--- config.mk ---
export PLATFORM = sky130hd
export DESIGN_NAME = ahhs_cfg
export DESIGN_NICKNAME = d
export VERILOG_FILES = /design/src/sv/ahhs_pkg.sv /design/src/sv/ahhs_cfg.sv
export SDC_FILE = /design/constraint.sdc
export NUM_CORES = 1
export LEC_CHECK = 0
export BUFFER_PORTS_ARGS = -buffer_cell sky130_fd_sc_hd__buf_2
export CAP_MARGIN = 30
export CORE_ASPECT_RATIO = 1.2
export CORE_MARGIN = 2
export CORE_UTILIZATION = 51
export DETAILED_ROUTE_END_ITERATION = 10
export PLACE_DENSITY = 0.8
export SYNTH_ARGS = -nofsm -noshare
export SYNTH_HDL_FRONTEND = slang
export SYNTH_SLANG_ARGS = --single-unit
--- constraint.sdc ---
create_clock -name clk -period 0.9 [get_ports clk]
set_input_delay 0.18 -clock clk [delete_from_list [all_inputs] [get_ports clk]]
set_output_delay 0.18 -clock clk [all_outputs]
set_load 0.005 [all_outputs]
--- src/sv/ahhs_pkg.sv ---
// Shared types, constants and table functions of the height hold smoother
package ahhs_pkg;

    localparam int          EXP_TABLE_BITS_DEF = 8;
    localparam logic [23:0] RATE_MAX           = 24'd12271616;
    localparam logic [32:0] DONE_BAND          = 33'd656;
    localparam logic [30:0] ONE30              = 31'h4000_0000;

    typedef enum logic [1:0] {
        MODE_NONE    = 2'd0,
        MODE_HOLD    = 2'd1,
        MODE_ASSIST  = 2'd2,
        MODE_RECOVER = 2'd3
    } mode_t;

    typedef enum logic [2:0] {
        REG_ENABLE       = 3'd0,
        REG_RATE_REC_TGT = 3'd1,
        REG_RATE_REC_CAM = 3'd2,
        REG_RATE_AST_TGT = 3'd3,
        REG_RATE_AST_CAM = 3'd4,
        REG_DROP_THR     = 3'd5,
        REG_DROP_HYST    = 3'd6
    } reg_idx_t;

    typedef enum logic [2:0] {
        ST_IDLE,
        ST_DECIDE,
        ST_MUL_X,
        ST_MUL_F,
        ST_MUL_E,
        ST_MUL_S,
        ST_FINISH
    } state_t;

    typedef struct packed {
        logic latch;
        logic decide;
        logic mul_x;
        logic mul_f;
        logic mul_e;
        logic mul_s;
        logic chan;     // 0 target, 1 camera
        logic finish;
    } cmd_t;

    typedef struct packed {
        logic need_approach;
        logic out_busy;
    } status_t;

    typedef struct packed {
        logic        enable;
        logic [23:0] rate_rec_tgt;
        logic [23:0] rate_rec_cam;
        logic [23:0] rate_ast_tgt;
        logic [23:0] rate_ast_cam;
        logic [30:0] drop_thr;
        logic [30:0] drop_hyst;
    } cfg_t;

    // exp(-i / 2^tb) in Q1.30, truncated Taylor series
    function automatic logic [30:0] frac_entry(int i, int tb);
        logic [63:0] y;
        logic [63:0] term;
        longint      sum;
        y    = 64'(i) << (30 - tb);
        term = 64'd1 << 30;
        sum  = longint'(64'd1 << 30);
        for (int n = 1; n <= 24; n++)
        begin
            term = ((term * y) >> 30) / 64'(n);
            if ((n & 1) == 1)
                sum = sum - longint'(term);
            else
                sum = sum + longint'(term);
        end
        if (sum < 0)
            sum = 0;
        if (sum > longint'(64'd1 << 30))
            sum = longint'(64'd1 << 30);
        return sum[30:0];
    endfunction

    // exp(-n) in Q1.30 by repeated rounded products
    function automatic logic [30:0] int_entry(int n, int tb);
        logic [63:0] p;
        logic [63:0] last;
        last = 64'(frac_entry(1 << tb, tb));
        p    = 64'd1 << 30;
        for (int j = 0; j < n; j++)
        begin
            p = (p * last + (64'd1 << 29)) >> 30;
        end
        return p[30:0];
    endfunction

endpackage

--- src/sv/ahhs_cfg.sv ---
// Configuration register file
module ahhs_cfg (
    input  logic               clk,
    input  logic               rst_n,
    input  logic               wr_valid,
    input  logic [2:0]         wr_index,
    input  logic [30:0]        wr_data,
    output logic               wr_ready,
    output ahhs_pkg::cfg_t     cfg
);

    ahhs_pkg::cfg_t cfg_reg;
    ahhs_pkg::cfg_t cfg_next;

    assign wr_ready = 1'b1;
    assign cfg      = cfg_reg;

    always_comb
    begin
        cfg_next = cfg_reg;
        if (wr_valid)
        begin
            case (ahhs_pkg::reg_idx_t'(wr_index))
                ahhs_pkg::REG_ENABLE:       cfg_next.enable       = wr_data[0];
                ahhs_pkg::REG_RATE_REC_TGT: cfg_next.rate_rec_tgt = wr_data[23:0];
                ahhs_pkg::REG_RATE_REC_CAM: cfg_next.rate_rec_cam = wr_data[23:0];
                ahhs_pkg::REG_RATE_AST_TGT: cfg_next.rate_ast_tgt = wr_data[23:0];
                ahhs_pkg::REG_RATE_AST_CAM: cfg_next.rate_ast_cam = wr_data[23:0];
                ahhs_pkg::REG_DROP_THR:     cfg_next.drop_thr     = wr_data;
                ahhs_pkg::REG_DROP_HYST:    cfg_next.drop_hyst    = wr_data;
                default:                    cfg_next = cfg_reg;
            endcase
        end
    end

    always_ff @(posedge clk or negedge rst_n)
    begin
        if (!rst_n)
        begin
            cfg_reg.enable       <= 1'b1;
            cfg_reg.rate_rec_tgt <= 24'd4096;
            cfg_reg.rate_rec_cam <= 24'd4096;
            cfg_reg.rate_ast_tgt <= 24'd4096;
            cfg_reg.rate_ast_cam <= 24'd4096;
            cfg_reg.drop_thr     <= '0;
            cfg_reg.drop_hyst    <= '0;
        end
        else
        begin
            cfg_reg <= cfg_next;
        end
    end

endmodule

==> results.cfg <==
[sta]
finalHoldViolCount = 0
fin_crit_ns = 1.25
fmax_mhz = 800
finalSetupViolCount = 260
rsz0062_at_grt = yes
worst_slack_ns = -0.350
fin_setup_tns_ns = -35.27
worst_clock_skew_ns = 0
slew_viol_final = 0
fin_crit_sh = 1.39

[clock_tree]
cts.sinks = 159
cts_buffers = 17
path_clk_slew_ns = 0.06
htreeDepth = 4
clk_latency_ns = 0.41
root_buffer = clkbuf_16
cts_max_path_buffers = 2
cts_tree = yes

[routing]
drtAntennaViolNets = 0
drt_iter0_markers = 113
firstDrtPassIters = 4
routed_wirelength_mm = 17.0
wire_per_inst_um = 20.7
vias = 4157
remaining_drc_errors = 0
post_drt_via_cell_ratio = 5.06

[power]
irDropWorstVdd_mv = 1.51
power.leakage_nw = 4.73
power_density_nw_per_um2 = 2440

[job]
drv_cap = 0

[global_routing]
grt_pass1_wl_mm = 24.9
grt-ovfl-total = 0
grt_max_degree = 55
grt_pass1_vias = 4490
globalRouteTotalUtil = 0.248
antenna_found_initial = 0

[worst_setup_path]
max_stage_delay_ns = 0.53
path_delay_family = flip-flops
crit_chain = buf_2
endpoint_kind = primary output
worst-setup-path-type = flip-flop to primary output
crit_buf_inv = 1
crit_path_start_kind = flip-flop
crit_arrival_ns = 1.07
crit_slowest_cell = dfstp_2
crit_required_ns = 0.72
worstPathMaxFanout = 2

[synthesis]
syn_inst = 344
yosysSeqAreaShare = 0.638
ys_seq_elements = 159
yosysWarnings = 0
syn_nets = 381
syn_area_um2 = 6250
synthDistinctLibCells = 13
avgSynthCellArea_um2 = 18.2

[hold_path]
hold_path.class = input port to flip-flop

[finish]
final_common_cell = buf_2
layout_common_cells = buf_2 (186), dfrtp_1 (154), mux2_4 (95)
areaGrowthSynthToFinish_pct = 49.5
finalNonFillerCells = 821
final_nets = 684
stdcell_area_um2 = 9340
largest_reg_flops = 159
drive_gt1_frac = 0.752
n_antenna_cell = 0
fill_cells = 682

[die]
chipWidth_um = 105
pin_count = 197
coreArea_um2 = 12100
die_y_um = 125
initial_core_util = 0.518
rows = 44
die-area_um2 = 13200

[placement]
place_inst = 702
dp_hpwl_mm = 9.74
place_area_um2 = 7600
dp_slack_ns = -0.484
gp_congestion = 0.753
portBuffers = 195

[run_status]
violations = negative setup slack
status = finished with violations
[layer usage]
layer / global-route usage / up-vias / routed length, um
met2: 0.428 / 157 / 8780
met5: 0 / - / 0
li1: - / 1824 / -
met4: 0.0871 / 0 / 427
met3: 0.0657 / 37 / 941
met1: 0.302 / 2139 / 6870
[kinds of logic (layout without fill, tap and decap cells)]
kind of cell,after synthesis,in the layout,synth area share
other,1,1,0.000600
multiplexers,159,159,0.323
AND/OR/NAND/NOR,7,7,0.0126
flip-flops,159,159,0.638
buffers and inverters,18,334,0.0266
[worst reg2reg max path, stage by stage (launching register included)]
cell and delay (ns):
dfrtp_1 0.40, buf_4 0.14, buf_6 0.10, mux2_4 0.26
[worst paths after layout]
| check | startpoint | end | slack (ns) | cells after the start |
|---|---|---|---|---|
| hold / removal | wr_data[25] | cfg[56] | 0.02 | 2 |
| max in group asynchronous | rst_n | cfg[146] | 0.27 | 3 |
| setup / recovery | cfg[158] | cfg[158] | -0.35 | 1 |
| min in group asynchronous | rst_n | cfg[33] | 0.32 | 3 |
| hold reg to reg | cfg[88] | cfg[88] | 0.50 | 1 |
| setup reg to reg | cfg[114] | cfg[114] | -0.11 | 3 |
[what timing repair did]
| action | 4_1_cts | 5_1_grt |
|---|---|---|
| hold buffers | 2 | 0 |
| setup endpoints to repair | 196 | 261 |
| resized for setup | 24 | 61 |
| pin swaps | 4 | 4 |
| buffers inserted | 52 | 50 |
| endpoints found under the hold margin | 156 | 0 |
| gates cloned | 6 | 4 |
[report_power, final]
| group | internal, mW | switching, mW | leakage, nW |
|---|---|---|---|
| Clock | 4.37 | 2.74 | 0.284 |
| Combinational | 3.95 | 2.04 | 2.54 |
| Sequential | 8.77 | 0.934 | 1.90 |
[layout make-up]
cell class                      count  area (um2)  area share
Sequential cell                   159        3990       0.427
Timing Repair Buffer              302        2320       0.248
Multi-Input combinational cell    167        2260       0.241
Clock buffer                       26         499      0.0534
Tap cell                          161         201      0.0216
Clock inverter                      6        82.6     0.00884
[Yosys cell counts]
| library cell | n | area (um2) |
|---|---|---|
| dfrtp_1 | 154 | 3850 |
| mux2_2 | 99 | 1110 |
| mux2_4 | 60 | 901 |
| buf_2 | 8 | 40.0 |
| buf_6 | 7 | 78.8 |
| dfstp_2 | 5 | 131 |
| and4bb_1 | 3 | 37.5 |
| buf_12 | 2 | 40.0 |
| nand4b_1 | 2 | 17.5 |
| buf_4 | 1 | 7.51 |
| conb_1 | 1 | 3.75 |
| nand4b_2 | 1 | 15.0 |
| nor4b_1 | 1 | 8.76 |
[per-stage QoR]
stage,util,power [mW],hold WS (ns)
CTS,0.733,22.0,0.00349
floorplan,-,11.7,-0.116
global route,0.775,23.8,0.00529
global placement,0.631,13.9,0.188
detailed placement,0.631,14.1,0.197
finish,0.775,22.8,0.0159
Note: power is estimated with default switching activity, not from simulation.
