**src/sv/ahhs_pkg.sv**
```systemverilog
// Shared types, constants and table functions of the height hold smoother
package ahhs_pkg;

    localparam int          EXP_TABLE_BITS_DEF = 8;
    localparam logic [23:0] RATE_MAX           = 24'd12271616;
    localparam logic [32:0] DONE_BAND          = 33'd656;
    localparam logic [30:0] ONE30              = 31'h4000_0000;

    typedef enum logic [1:0] {
        MODE_NONE    = 2'd0,
        MODE_HOLD    = 2'd1,
        MODE_ASSIST  = 2'd2,
        MODE_RECOVER = 2'd3
    } mode_t;

    typedef enum logic [2:0] {
        REG_ENABLE       = 3'd0,
        REG_RATE_REC_TGT = 3'd1,
        REG_RATE_REC_CAM = 3'd2,
        REG_RATE_AST_TGT = 3'd3,
        REG_RATE_AST_CAM = 3'd4,
        REG_DROP_THR     = 3'd5,
        REG_DROP_HYST    = 3'd6
    } reg_idx_t;

    typedef enum logic [2:0] {
        ST_IDLE,
        ST_DECIDE,
        ST_MUL_X,
        ST_MUL_F,
        ST_MUL_E,
        ST_MUL_S,
        ST_FINISH
    } state_t;

    typedef struct packed {
        logic latch;
        logic decide;
        logic mul_x;
        logic mul_f;
        logic mul_e;
        logic mul_s;
        logic chan;     // 0 target, 1 camera
        logic finish;
    } cmd_t;

    typedef struct packed {
        logic need_approach;
        logic out_busy;
    } status_t;

    typedef struct packed {
        logic        enable;
        logic [23:0] rate_rec_tgt;
        logic [23:0] rate_rec_cam;
        logic [23:0] rate_ast_tgt;
        logic [23:0] rate_ast_cam;
        logic [30:0] drop_thr;
        logic [30:0] drop_hyst;
    } cfg_t;

    // exp(-i / 2^tb) in Q1.30, truncated Taylor series
    function automatic logic [30:0] frac_entry(int i, int tb);
        logic [63:0] y;
        logic [63:0] term;
        longint      sum;
        y    = 64'(i) << (30 - tb);
        term = 64'd1 << 30;
        sum  = longint'(64'd1 << 30);
        for (int n = 1; n <= 24; n++)
        begin
            term = ((term * y) >> 30) / 64'(n);
            if ((n & 1) == 1)
                sum = sum - longint'(term);
            else
                sum = sum + longint'(term);
        end
        if (sum < 0)
            sum = 0;
        if (sum > longint'(64'd1 << 30))
            sum = longint'(64'd1 << 30);
        return sum[30:0];
    endfunction

    // exp(-n) in Q1.30 by repeated rounded products
    function automatic logic [30:0] int_entry(int n, int tb);
        logic [63:0] p;
        logic [63:0] last;
        last = 64'(frac_entry(1 << tb, tb));
        p    = 64'd1 << 30;
        for (int j = 0; j < n; j++)
        begin
            p = (p * last + (64'd1 << 29)) >> 30;
        end
        return p[30:0];
    endfunction

endpackage

```
**src/sv/ahhs_ctrl.sv**
```systemverilog
// Sequencing state machine
module ahhs_ctrl (
    input  logic                clk,
    input  logic                rst_n,
    input  logic                in_valid,
    output logic                in_ready,
    input  ahhs_pkg::status_t   status,
    output ahhs_pkg::cmd_t      cmd
);

    ahhs_pkg::state_t state_reg;
    ahhs_pkg::state_t state_next;
    logic             chan_reg;
    logic             chan_next;

    always_comb
    begin
        state_next = state_reg;
        chan_next  = chan_reg;
        case (state_reg)
            ahhs_pkg::ST_IDLE:
            begin
                if (in_valid)
                    state_next = ahhs_pkg::ST_DECIDE;
            end
            ahhs_pkg::ST_DECIDE:
            begin
                chan_next  = 1'b0;
                state_next = status.need_approach ? ahhs_pkg::ST_MUL_X : ahhs_pkg::ST_FINISH;
            end
            ahhs_pkg::ST_MUL_X: state_next = ahhs_pkg::ST_MUL_F;
            ahhs_pkg::ST_MUL_F: state_next = ahhs_pkg::ST_MUL_E;
            ahhs_pkg::ST_MUL_E: state_next = ahhs_pkg::ST_MUL_S;
            ahhs_pkg::ST_MUL_S:
            begin
                chan_next  = ~chan_reg;
                state_next = chan_reg ? ahhs_pkg::ST_FINISH : ahhs_pkg::ST_MUL_X;
            end
            ahhs_pkg::ST_FINISH:
            begin
                if (!status.out_busy)
                    state_next = ahhs_pkg::ST_IDLE;
            end
            default: state_next = ahhs_pkg::ST_IDLE;
        endcase
    end

    always_comb
    begin
        in_ready   = (state_reg == ahhs_pkg::ST_IDLE);
        cmd        = '0;
        cmd.latch  = in_valid && (state_reg == ahhs_pkg::ST_IDLE);
        cmd.decide = (state_reg == ahhs_pkg::ST_DECIDE);
        cmd.mul_x  = (state_reg == ahhs_pkg::ST_MUL_X);
        cmd.mul_f  = (state_reg == ahhs_pkg::ST_MUL_F);
        cmd.mul_e  = (state_reg == ahhs_pkg::ST_MUL_E);
        cmd.mul_s  = (state_reg == ahhs_pkg::ST_MUL_S);
        cmd.chan   = chan_reg;
        cmd.finish = (state_reg == ahhs_pkg::ST_FINISH) && !status.out_busy;
    end

    always_ff @(posedge clk or negedge rst_n)
    begin
        if (!rst_n)
        begin
            state_reg <= ahhs_pkg::ST_IDLE;
            chan_reg  <= 1'b0;
        end
        else
        begin
            state_reg <= state_next;
            chan_reg  <= chan_next;
        end
    end

endmodule

```
**config.mk**
```make
export PLATFORM = sky130hd
export DESIGN_NAME = ahhs_ctrl
export DESIGN_NICKNAME = d
export VERILOG_FILES = /design/src/sv/ahhs_pkg.sv /design/src/sv/ahhs_ctrl.sv
export SDC_FILE = /design/constraint.sdc
export NUM_CORES = 1
export LEC_CHECK = 0
export ABC_AREA = 0
export BUFFER_PORTS_ARGS = -buffer_cell sky130_fd_sc_hd__buf_2
export CAP_MARGIN = 10
export CORE_AREA = 2 2 39 41
export CTS_BUF_LIST = sky130_fd_sc_hd__clkbuf_8
export CTS_CLUSTER_SIZE = 30
export DETAILED_ROUTE_END_ITERATION = 10
export DIE_AREA = 0 0 41 43
export GPL_TIMING_DRIVEN = 0
export HOLD_SLACK_MARGIN = 0.03
export PLACE_DENSITY = 0.44
export SLEW_MARGIN = 5
export SYNTH_ARGS = -nofsm -noshare
export SYNTH_HDL_FRONTEND = slang
export SYNTH_SLANG_ARGS = --single-unit
```
**constraint.sdc**
```tcl
create_clock -name clk -period 1.05 [get_ports clk]
set_input_delay 0.21 -clock clk [delete_from_list [all_inputs] [get_ports clk]]
set_output_delay 0.21 -clock clk [all_outputs]
set_load 0.05 [all_outputs]
```
==> summary.md, run 1 <==
| Metric | Value |
|---|---|
| Status | `finished with violations` |
| Failing checks | `setup timing` |
| Vias in the first global route | `287` |
| Starting Density | `21.61%` |
| Post-DP Area | `about 440 µm²` |
| Clock Skew | `0.001597 ns` |
| Die X | `41 µm` |
| Filler Cell Count | `137` |
| Hold Vio Cnt, Final | `0` |
| Slew Viols, Final | `0` |
| Worst Setup Slack, final | `-0.3392 ns` |
| CTS Sinks | `4` |
| Syn nets | `39` |
| Crit. End Element | `output pin` |
| Iteration-0 DRC Markers | `3` |
| Worst min path class | `in2reg` |
| Overall routing resource usage | `10.47%` |
| Die height | `around 43 µm` |
| Seq/Total Area, Yosys | `33.47%` |
| CP max FO | `9` |
| First-pass GRT wire length | `between 1000 and 1500 µm` |
| Max cap viols | `0` |
| Clk Latency, worst-skew pair | `between 0.2 and 0.25 ns` |
| IO Count | `14` |
| 1st-pass router iterations | `4` |
| Largest net degree at the start of global routing | `10` |
| Drt total wl | `721 µm` |
| Ys Warns | `0` |
| Antenna-violating nets left | `0` |
| Wirelength per Cell | `9.743 µm` |
| RSZ-0062 raised after global routing | `true` |
| # DRC | `0` |
| Total grt overflow | `0` |
| TritonCTS clock tree | `done` |
| Clock slew seen by the registers of the worst setup and hold paths | `roughly 0.03 ns` |
| Initial antenna violation count | `0` |
| Final worst-path cycle share | `132.3%` |
| #FFs+latches synth | `4` |
| # rows | `14` |
| Arr. time, crit path | `1.18 ns` |
| Setup violators final | `9` |
| Largest register FFs | `3` |
| Core Area | `0.001384 mm²` |
| Share of layout cells above drive strength 1 | `between 60% and 70%` |
| CP required | `0.84 ns` |
| Port Buffers | `13` |
| Number of CTS-inserted buffers | `3` |
| Post-Syn Area per Cell | `8.795 µm²` |
| Area growth, synth to finish | `109.6%` |
| Root Driver | `clkbuf_8` |
| CP Launch Type | `flop` |
| N_diodes | `0` |
| Max Clk Rate | `approximately 0.72 GHz` |
| Final RePlAce weighted congestion | `0.6352` |
| Synth Instances | `34` |
| # placed instances | `63` |
| Rel. slew slack | `87.29%` |
| Via count | `308` |
| Crit Path Class | `reg2out` |
| Finished Cell Area | `626.9 µm²` |
| Final Net Count | `65` |
| Synth cell types | `19` |
| H-Tree Depth | `1` |
| Via density | `4.162` |
| Final Critical Period | `1.389 ns` |
| Worst-margin pin slew | `0.1906 ns` |
| Non-filler cells, final | `74` |
| Clock Tree Buf Depth | `2` |
| Cell Area, Synth | `299.0 µm²` |
| Die footprint | `0.001763 mm²` |
per-stage QoR:
stage          util, %  setup TNS [ns]  hold slack (ns)  setup WS [ns]
2_1_floorplan        -          -1.137         -0.08559        -0.4610
3_3_place_gp     31.92          -1.242          0.02447        -0.2178
3_5_place_dp     31.92          -1.260          0.02177        -0.2292
4_1_cts          43.40          -2.534           0.2741        -0.3480
5_1_grt          45.30          -2.923           0.3060        -0.3921
6_report         45.30          -2.472           0.2675        -0.3392
cell usage after synthesis:
cell type / n / area [µm²]
a211oi_2: 1 / 12.51
a21boi_1: 1 / 7.510
and2_1: 1 / 6.260
and3_1: 1 / 6.260
buf_4: 1 / 7.510
buf_6: 3 / 33.78
dfrtp_1: 4 / 100.1
inv_1: 1 / 3.750
inv_2: 1 / 3.750
nand2_1: 3 / 11.26
nand2b_1: 4 / 25.02
nand2b_4: 1 / 13.76
nor2_1: 4 / 15.01
nor2b_1: 1 / 6.260
nor3_1: 1 / 5.000
nor3_2: 2 / 20.02
o21ai_0: 1 / 5.000
o21ai_1: 2 / 10.01
o22ai_1: 1 / 6.260
layer usage:
metal	wire length, µm	GRT usage [%]
met1	313	13.96
met5	0	0
met2	361	13.44
met4	0	2.000
met3	46	7.853
cell families after synthesis:
family	synth area share, %
simple gates	36.40
compound gates	13.81
buf+inv	16.32
flops	33.47
critical path, cell delays in order, from the launching register on:
cell and delay, ns:
dfrtp_1 0.36, buf_6 0.14, nor3_4 0.17, and2_4 0.17
buf_8 0.13
area by class of cell:
class / count / area (µm²) / share of cell area, %
Sequential cell: 4 / 100.1 / 15.97
Timing Repair Buffer: 22 / 205.2 / 32.73
Tap cell: 16 / 20.02 / 3.194
Buffer: 3 / 33.78 / 5.389
Clock buffer: 3 / 41.29 / 6.587
Multi-Input combinational cell: 24 / 219.0 / 34.93
Inverter: 2 / 7.507 / 1.198
layout by cell type, fill, tap and decap left out, drive strengths merged:
cell	netlist	final
buf	4	24
nand2b	5	5
nor2	4	4
dfrtp	4	4
nand2	3	3
nor3	3	3
clkbuf	0	3
o21ai	3	3
inv	2	2
and3	1	1
and2	1	1
a211oi	1	1
nor2b	1	1
a21boi	1	1
o22ai	1	1
dlygate4sd3	0	1
worst paths after layout:
kind	start	end	slack [ns]	cells past startpoint
max in group asynchronous	rst_n	state_reg[2]$_DFFE_PN0P_	0.60	2
min in group asynchronous	rst_n	chan_reg$_DFFE_PN0P_	0.33	2
hold reg to reg	chan_reg$_DFFE_PN0P_	chan_reg$_DFFE_PN0P_	0.65	3
setup / recovery	state_reg[1]$_DFFE_PN0P_	cmd[7]	-0.34	4
hold / removal	status[0]	state_reg[1]$_DFFE_PN0P_	0.27	3
setup reg to reg	state_reg[2]$_DFFE_PN0P_	state_reg[0]$_DFFE_PN0P_	-0.14	5
what timing repair did:
action	CTS	global route
resized for setup	20	6
endpoints found under the hold margin	4	0
pin swaps	1	0
setup buffers	5	1
gates cloned	2	0
hold buffers	1	0
endpoints found under the setup margin	9	10
Power of run 1 is left out: the tool's default activity adds up to more than one toggle a clock period on the data nets, which glitch-free logic cannot reach.
==> run 2: changes to the inputs <==
--- a/config.mk
+++ b/config.mk
@@ -16,6 +16,7 @@
 export GPL_TIMING_DRIVEN = 0
 export HOLD_SLACK_MARGIN = 0.03
 export PLACE_DENSITY = 0.44
+export REMOVE_ABC_BUFFERS = 1
 export SLEW_MARGIN = 5
 export SYNTH_ARGS = -nofsm -noshare
 export SYNTH_HDL_FRONTEND = slang
==> summary.md, run 2 (same netlist as run 1, synthesis figures left out) <==
| Metric | Value |
|---|---|
| Failing checks | `setup timing (unchanged)` |
| Worst-margin pin slew | `0.2185 ns (was 0.1906 ns)` |
| Die X | `41 µm (unchanged)` |
| Largest stage delay, worst path | `0.46 ns (was 0.36 ns)` |
| Max cap viols | `0 (unchanged)` |
| H-Tree Depth | `1 (unchanged)` |
| Final TNS setup | `-2.558 ns (was -2.472 ns)` |
| Reg2reg setup slack | `-0.04 ns (was -0.14 ns)` |
| Wirelength per Cell | `12.28 µm (was 9.743 µm)` |
| Clk Latency, worst-skew pair | `0.22 ns (was 0.21 ns)` |
| Worst path cell trace | `buf_6, inv_4, and3_4, buf_8 (was buf_6, nor3_4, and2_4, buf_8)` |
| CP Launch Type | `flop (unchanged)` |
| IO Count | `14 (unchanged)` |
| Rel. slew slack | `85.43% (was 87.29%)` |
| Starting Density | `21.61% (unchanged)` |
| Via count | `324 (was 308)` |
| Status | `finished with violations (unchanged)` |
| Final worst-path cycle share | `132.9% (was 132.3%)` |
| Crit. End Element | `output pin (unchanged)` |
| Worst min path class | `in2reg (unchanged)` |
| First-pass GRT wire length | `1276 µm (was 1207 µm)` |
| CTS Sinks | `4 (unchanged)` |
| Slowest CP cell | `dfrtp_2 (was dfrtp_1)` |
| CP max FO | `6 (was 9)` |
| CP required | `0.84 ns (about the same)` |
| Final Net Count | `65 (unchanged)` |
| Largest register FFs | `3 (unchanged)` |
| Commonest non-fill, non-tap cell in the layout | `buf_6 (unchanged)` |
| Vias in the first global route | `302 (was 287)` |
| Iteration-0 DRC Markers | `3 (unchanged)` |
| Crit Path Class | `reg2out (unchanged)` |
| Largest net degree at the start of global routing | `9 (was 10)` |
| Hold Vio Cnt, Final | `0 (unchanged)` |
| Core Area | `0.001384 mm² (unchanged)` |
| HPWL Detailed | `between 400 and 500 µm` |
| Share of layout cells above drive strength 1 | `79.31% (was 68.97%)` |
| Cell family with most CP delay | `flip-flops (unchanged)` |
| Clock slew seen by the registers of the worst setup and hold paths | `0.03 ns (about the same)` |
| Post-DP Area | `342.8 µm² (was 441.7 µm²)` |
| 1st-pass router iterations | `2 (was 4)` |
| Slew Viols, Final | `0 (unchanged)` |
| Commonest cells after routing, fill and taps aside | `buf_6, buf_4, dfrtp_2, buf_2 (was buf_6, buf_2, buf_4)` |
| Final RePlAce weighted congestion | `0.5851 (was 0.6352)` |
| Clock Tree Buf Depth | `2 (unchanged)` |
| Number of CTS-inserted buffers | `3 (unchanged)` |
| Port Buffers | `13 (unchanged)` |
| # DRC | `0 (unchanged)` |
| Clock Skew | `0.003306 ns (was 0.001597 ns)` |
| Finished Cell Area | `626.9 µm² (unchanged)` |
| Via density | `4.378 (was 4.162)` |
| Buf+Inv Stages, Crit Path | `3 (was 2)` |
| Antenna-violating nets left | `0 (unchanged)` |
| Overall routing resource usage | `11.58% (was 10.47%)` |
| Max Clk Rate | `0.7164 GHz (was 0.7198 GHz)` |
| Die footprint | `0.001763 mm² (unchanged)` |
| N_diodes | `0 (unchanged)` |
| Worst Setup Slack, final | `-0.3459 ns (was -0.3392 ns)` |
| TritonCTS clock tree | `done (unchanged)` |
| Arr. time, crit path | `1.19 ns (was 1.18 ns)` |
| Die height | `43 µm (unchanged)` |
| Total grt overflow | `0 (unchanged)` |
| Area growth, synth to finish | `109.6% (unchanged)` |
| Initial antenna violation count | `0 (unchanged)` |
| # rows | `14 (unchanged)` |
| RSZ-0062 raised after global routing | `true (unchanged)` |
| Drt total wl | `909 µm (was 721 µm)` |
| Final Critical Period | `1.396 ns (was 1.389 ns)` |
| Root Driver | `clkbuf_8 (unchanged)` |
| Setup violators final | `9 (unchanged)` |
## run 2: cell count changes in the layout (fill, tap and decap cells not counted), moves of 2 or more
cell	before	now
dfrtp_2	0	4
buf_4	5	8
buf_2	6	4
nor2_2	0	2
nor2_4	4	2
dfrtp_1	4	0
## run 2: final cells by class
type                    instances  area (µm²)
fillers                       133       757.0
repair buffers                 25       236.5
multi-input cells              24       214.0
inverters                       2       10.01
well taps                      16       20.02
clock buffers                   3       41.29
flip-flops and latches          4       105.1
## run 2: worst paths after layout
path,startpoint,endpoint,depth (start not counted)
setup reg to reg,state_reg[1]$_DFFE_PN0P_,state_reg[2]$_DFFE_PN0P_,5
setup / recovery,state_reg[1]$_DFFE_PN0P_,cmd[2],4
max in group asynchronous,rst_n,state_reg[0]$_DFFE_PN0P_,2
min in group asynchronous,rst_n,chan_reg$_DFFE_PN0P_,2
hold reg to reg,chan_reg$_DFFE_PN0P_,chan_reg$_DFFE_PN0P_,2
hold / removal,status[0],state_reg[1]$_DFFE_PN0P_,3
## run 2: what timing repair did
item / CTS / global route
pin swaps: 1 / 6
buffers inserted: 6 / 5
resized for setup: 16 / 29
hold buffers: 1 / 0
endpoints found under the hold margin: 4 / 0
endpoints found under the setup margin: 9 / 10
## run 2: routing by layer
metal / GRT usage [%] / part of all wire [%]
met4: 10.00 / 0
met3: 3.141 / 3.9
met5: 0 / 0
met1: 13.64 / 41
met2: 16.25 / 55
## run 2: worst reg2reg max path, delay by kind of cell, from the launching register on
kind,cells,cell delay (ns)
DFF,1,0.44
buffers and inverters,3,0.28
AOI/OAI and AO/OA,2,0.23
## run 2: stage by stage
stage	hold WS [ns]	setup WS, ns	util (%)	instances
final	0.2595	-0.3459	45.30	74
after global routing	0.2814	-0.3804	45.30	74
after CTS	0.2524	-0.3579	34.63	69
after detailed placement	0.02082	-0.3033	24.77	59
after global placement	0.01804	-0.3163	24.77	59
after floorplan	-0.08559	-0.9010	-	30
Power of run 2 is left out for the same reason.
==> run 3: changes to the inputs <==
--- a/config.mk
+++ b/config.mk
@@ -9,7 +9,6 @@
 export BUFFER_PORTS_ARGS = -buffer_cell sky130_fd_sc_hd__buf_2
 export CAP_MARGIN = 10
 export CORE_AREA = 2 2 39 41
-export CTS_BUF_LIST = sky130_fd_sc_hd__clkbuf_8
 export CTS_CLUSTER_SIZE = 30
 export DETAILED_ROUTE_END_ITERATION = 10
 export DIE_AREA = 0 0 41 43
==> summary.md, run 3 (same netlist as run 1, synthesis figures left out) <==
| Metric | Value |
|---|---|
| Status | `finished with violations (unchanged)` |
| Failing checks | `setup timing (unchanged)` |
| Hold Path Cell Cnt | `3 (unchanged)` |
| Share of layout cells above drive strength 1 | `70.69% (was 79.31%)` |
| HPWL Detailed | `423.4 µm (unchanged)` |
| Iteration-0 DRC Markers | `4 (was 3)` |
| Largest stage delay, worst path | `0.46 ns (about the same)` |
| CP Launch Type | `flop (unchanged)` |
| # DRC | `0 (unchanged)` |
| Crit. End Element | `output pin (unchanged)` |
| Net Switching | `1.068 mW` |
| Total grt overflow | `0 (unchanged)` |
| Number of CTS-inserted buffers | `3 (unchanged)` |
| N_diodes | `0 (unchanged)` |
| Worst path cell trace | `buf_6, inv_4, and3_4, buf_8 (unchanged)` |
| Reg2Reg Depth | `5 (unchanged)` |
| H-Tree Depth | `1 (unchanged)` |
| Post-DP Area | `342.8 µm² (unchanged)` |
| Hold Vio Cnt, Final | `0 (unchanged)` |
| Via count | `315 (was 324)` |
| Die X | `41 µm (unchanged)` |
| Clock slew seen by the registers of the worst setup and hold paths | `0.04 ns (was 0.03 ns)` |
| Die height | `43 µm (unchanged)` |
| Final Critical Period | `1.412 ns (was 1.396 ns)` |
| CP max FO | `6 (unchanged)` |
| Wirelength per Cell | `10.43 µm (was 12.28 µm)` |
| Combinational share of power | `between 70% and 80%` |
| Arr. time, crit path | `1.20 ns (was 1.19 ns)` |
| Switching share of total power | `between 40% and 50%` |
| Met1 WL | `326 µm (was 374 µm)` |
| Pre-CTS setup slack | `-0.3033 ns (unchanged)` |
| Filler Cell Count | `153 (was 133)` |
| TritonCTS clock tree | `done (unchanged)` |
| Hold wc startpoint | `status[0] (unchanged)` |
| Cell family with most CP delay | `flip-flops (unchanged)` |
| Worst Setup Slack, final | `-0.3617 ns (was -0.3459 ns)` |
| Buf+Inv Stages, Crit Path | `3 (unchanged)` |
| Final Net Count | `65 (unchanged)` |
| Reg2reg setup slack | `0.01 ns (was -0.04 ns)` |
| Metal3 WL | `33 µm (was 35 µm)` |
| Final worst-path cycle share | `134.4% (was 132.9%)` |
| Slowest CP cell | `dfrtp_2 (unchanged)` |
| First-pass GRT wire length | `1152 µm (was 1276 µm)` |
| Drt total wl | `772 µm (was 909 µm)` |
| Root Driver | `clkbuf_4 (was clkbuf_8)` |
| Finished Cell Area | `570.5 µm² (was 626.9 µm²)` |
| Port Buffers | `13 (unchanged)` |
| Reg2reg start | `state_reg[1]$_DFFE_PN0P_ (unchanged)` |
| Setup violators final | `8 (was 9)` |
| Rel. slew slack | `87.24% (was 85.43%)` |
| Clock power frac | `8.8%` |
| LEAKAGE | `around 0.27 nW` |
| Met2 Wirelength | `392 µm (was 499 µm)` |
| Die footprint | `0.001763 mm² (unchanged)` |
| Antenna-violating nets left | `0 (unchanged)` |
| Commonest cells after routing, fill and taps aside | `buf_4, buf_6, dfrtp_2, buf_2 (was buf_6, buf_4, dfrtp_2, buf_2)` |
| Largest register FFs | `3 (unchanged)` |
| Max cap viols | `0 (unchanged)` |
| 1st-pass router iterations | `3 (was 2)` |
| Clk Latency, worst-skew pair | `0.24 ns (was 0.22 ns)` |
| P_int | `1.149 mW` |
| Vias in the first global route | `280 (was 302)` |
| Worst-margin pin slew | `0.1914 ns (was 0.2185 ns)` |
| Crit Path Class | `reg2out (unchanged)` |
| Overall routing resource usage | `10.56% (was 11.58%)` |
| Max Clk Rate | `0.7084 GHz (was 0.7164 GHz)` |
| Core Area | `0.001384 mm² (unchanged)` |
| Worst min path class | `in2reg (unchanged)` |
| CP required | `0.84 ns (about the same)` |
| # rows | `14 (unchanged)` |
| RSZ-0062 raised after global routing | `true (unchanged)` |
| Part of the power in registers | `18.4%` |
| Final RePlAce weighted congestion | `0.5851 (unchanged)` |
| Initial antenna violation count | `0 (unchanged)` |
| Final Power | `between 2 and 2.5 mW` |
| Power Dens Cells | `3885 mW/mm²` |
| Via density | `4.257 (was 4.378)` |
| Clock Tree Buf Depth | `2 (unchanged)` |
| CTS Sinks | `4 (unchanged)` |
| Area growth, synth to finish | `90.79% (was 109.6%)` |
| Final core utilization | `41.23% (was 45.30%)` |
| IO Count | `14 (unchanged)` |
| Clock Skew | `0.006777 ns (was 0.003306 ns)` |
| Uppermost layer routed | `met4 (was met3)` |
| Worst Hold End | `state_reg[1]$_DFFE_PN0P_ (unchanged)` |
| Commonest non-fill, non-tap cell in the layout | `buf_4 (was buf_6)` |
| Slew Viols, Final | `0 (unchanged)` |
| Largest net degree at the start of global routing | `9 (unchanged)` |
| Reg2reg end | `state_reg[2]$_DFFE_PN0P_ (unchanged)` |
| Starting Density | `21.61% (unchanged)` |
| Max IR drop VDD | `0.001512 V` |
==> run 3: cell type report <==
| cell class | count | area, µm² | area share (%) |
|---|---|---|---|
| well taps | 16 | 20.02 | 3.509 |
| inverters | 2 | 10.01 | 1.754 |
| repair buffers | 25 | 229.0 | 40.13 |
| multi-input cells | 24 | 183.9 | 32.24 |
| flip-flops and latches | 4 | 105.1 | 18.42 |
| clock buffers | 3 | 22.52 | 3.947 |
==> run 3: worst max path at each step <==
stage	start	cells after the start	slack, ns	to
after global placement	state_reg[2]$_DFFE_PN0P_	3	-0.32	cmd[7]
after detailed placement	state_reg[2]$_DFFE_PN0P_	3	-0.30	cmd[7]
after floorplan	state_reg[2]$_DFFE_PN0P_	2	-0.90	cmd[7]
final	state_reg[1]$_DFFE_PN0P_	4	-0.36	cmd[2]
after CTS	state_reg[2]$_DFFE_PN0P_	3	-0.38	cmd[7]
after global routing	state_reg[1]$_DFFE_PN0P_	4	-0.41	cmd[0]
==> run 3: worst register-to-register path: cells and delay by family, from the launching register on <==
kind / cells / cell delay (ns)
AO/OA/AOI/OAI: 2 / 0.18
buffers and inverters: 3 / 0.28
flip-flops: 1 / 0.44
==> run 3: power by group through the flow <==
stage | clock network [mW] | registers (mW) | logic, mW
2_1_floorplan | 0 | 0.428 | 0.692
3_3_place_gp | 0 | 0.432 | 0.892
3_5_place_dp | 0 | 0.432 | 0.891
4_1_cts | 0.202 | 0.392 | 1.22
5_1_grt | 0.207 | 0.431 | 1.71
6_report | 0.194 | 0.408 | 1.61
==> run 3: per-stage QoR <==
stage | cells | hold WS [ns] | setup TNS [ns]
after global routing | 74 | 0.2641 | -3.119
after floorplan | 30 | -0.08559 | -4.020
after detailed placement | 59 | 0.02082 | -1.737
final | 74 | 0.2473 | -2.710
after CTS | 69 | 0.2286 | -2.625
after global placement | 59 | 0.01804 | -1.759
==> run 3: timing repair <==
| action | 4_1_cts | 5_1_grt |
|---|---|---|
| pin swaps | 1 | 4 |
| resized for setup | 16 | 20 |
| setup endpoints to repair | 9 | 10 |
| hold endpoints to repair | 4 | 0 |
| hold buffers | 1 | 0 |
| setup buffers | 6 | 5 |
==> run 3: per-layer routing <==
layer | vias up | track usage (%)
met5 | - | 0
met4 | 0 | 12.00
met3 | 2 | 3.141
met2 | 11 | 12.50
met1 | 142 | 13.27
li1 | 160 | -
(Power assumes the default switching activity.)
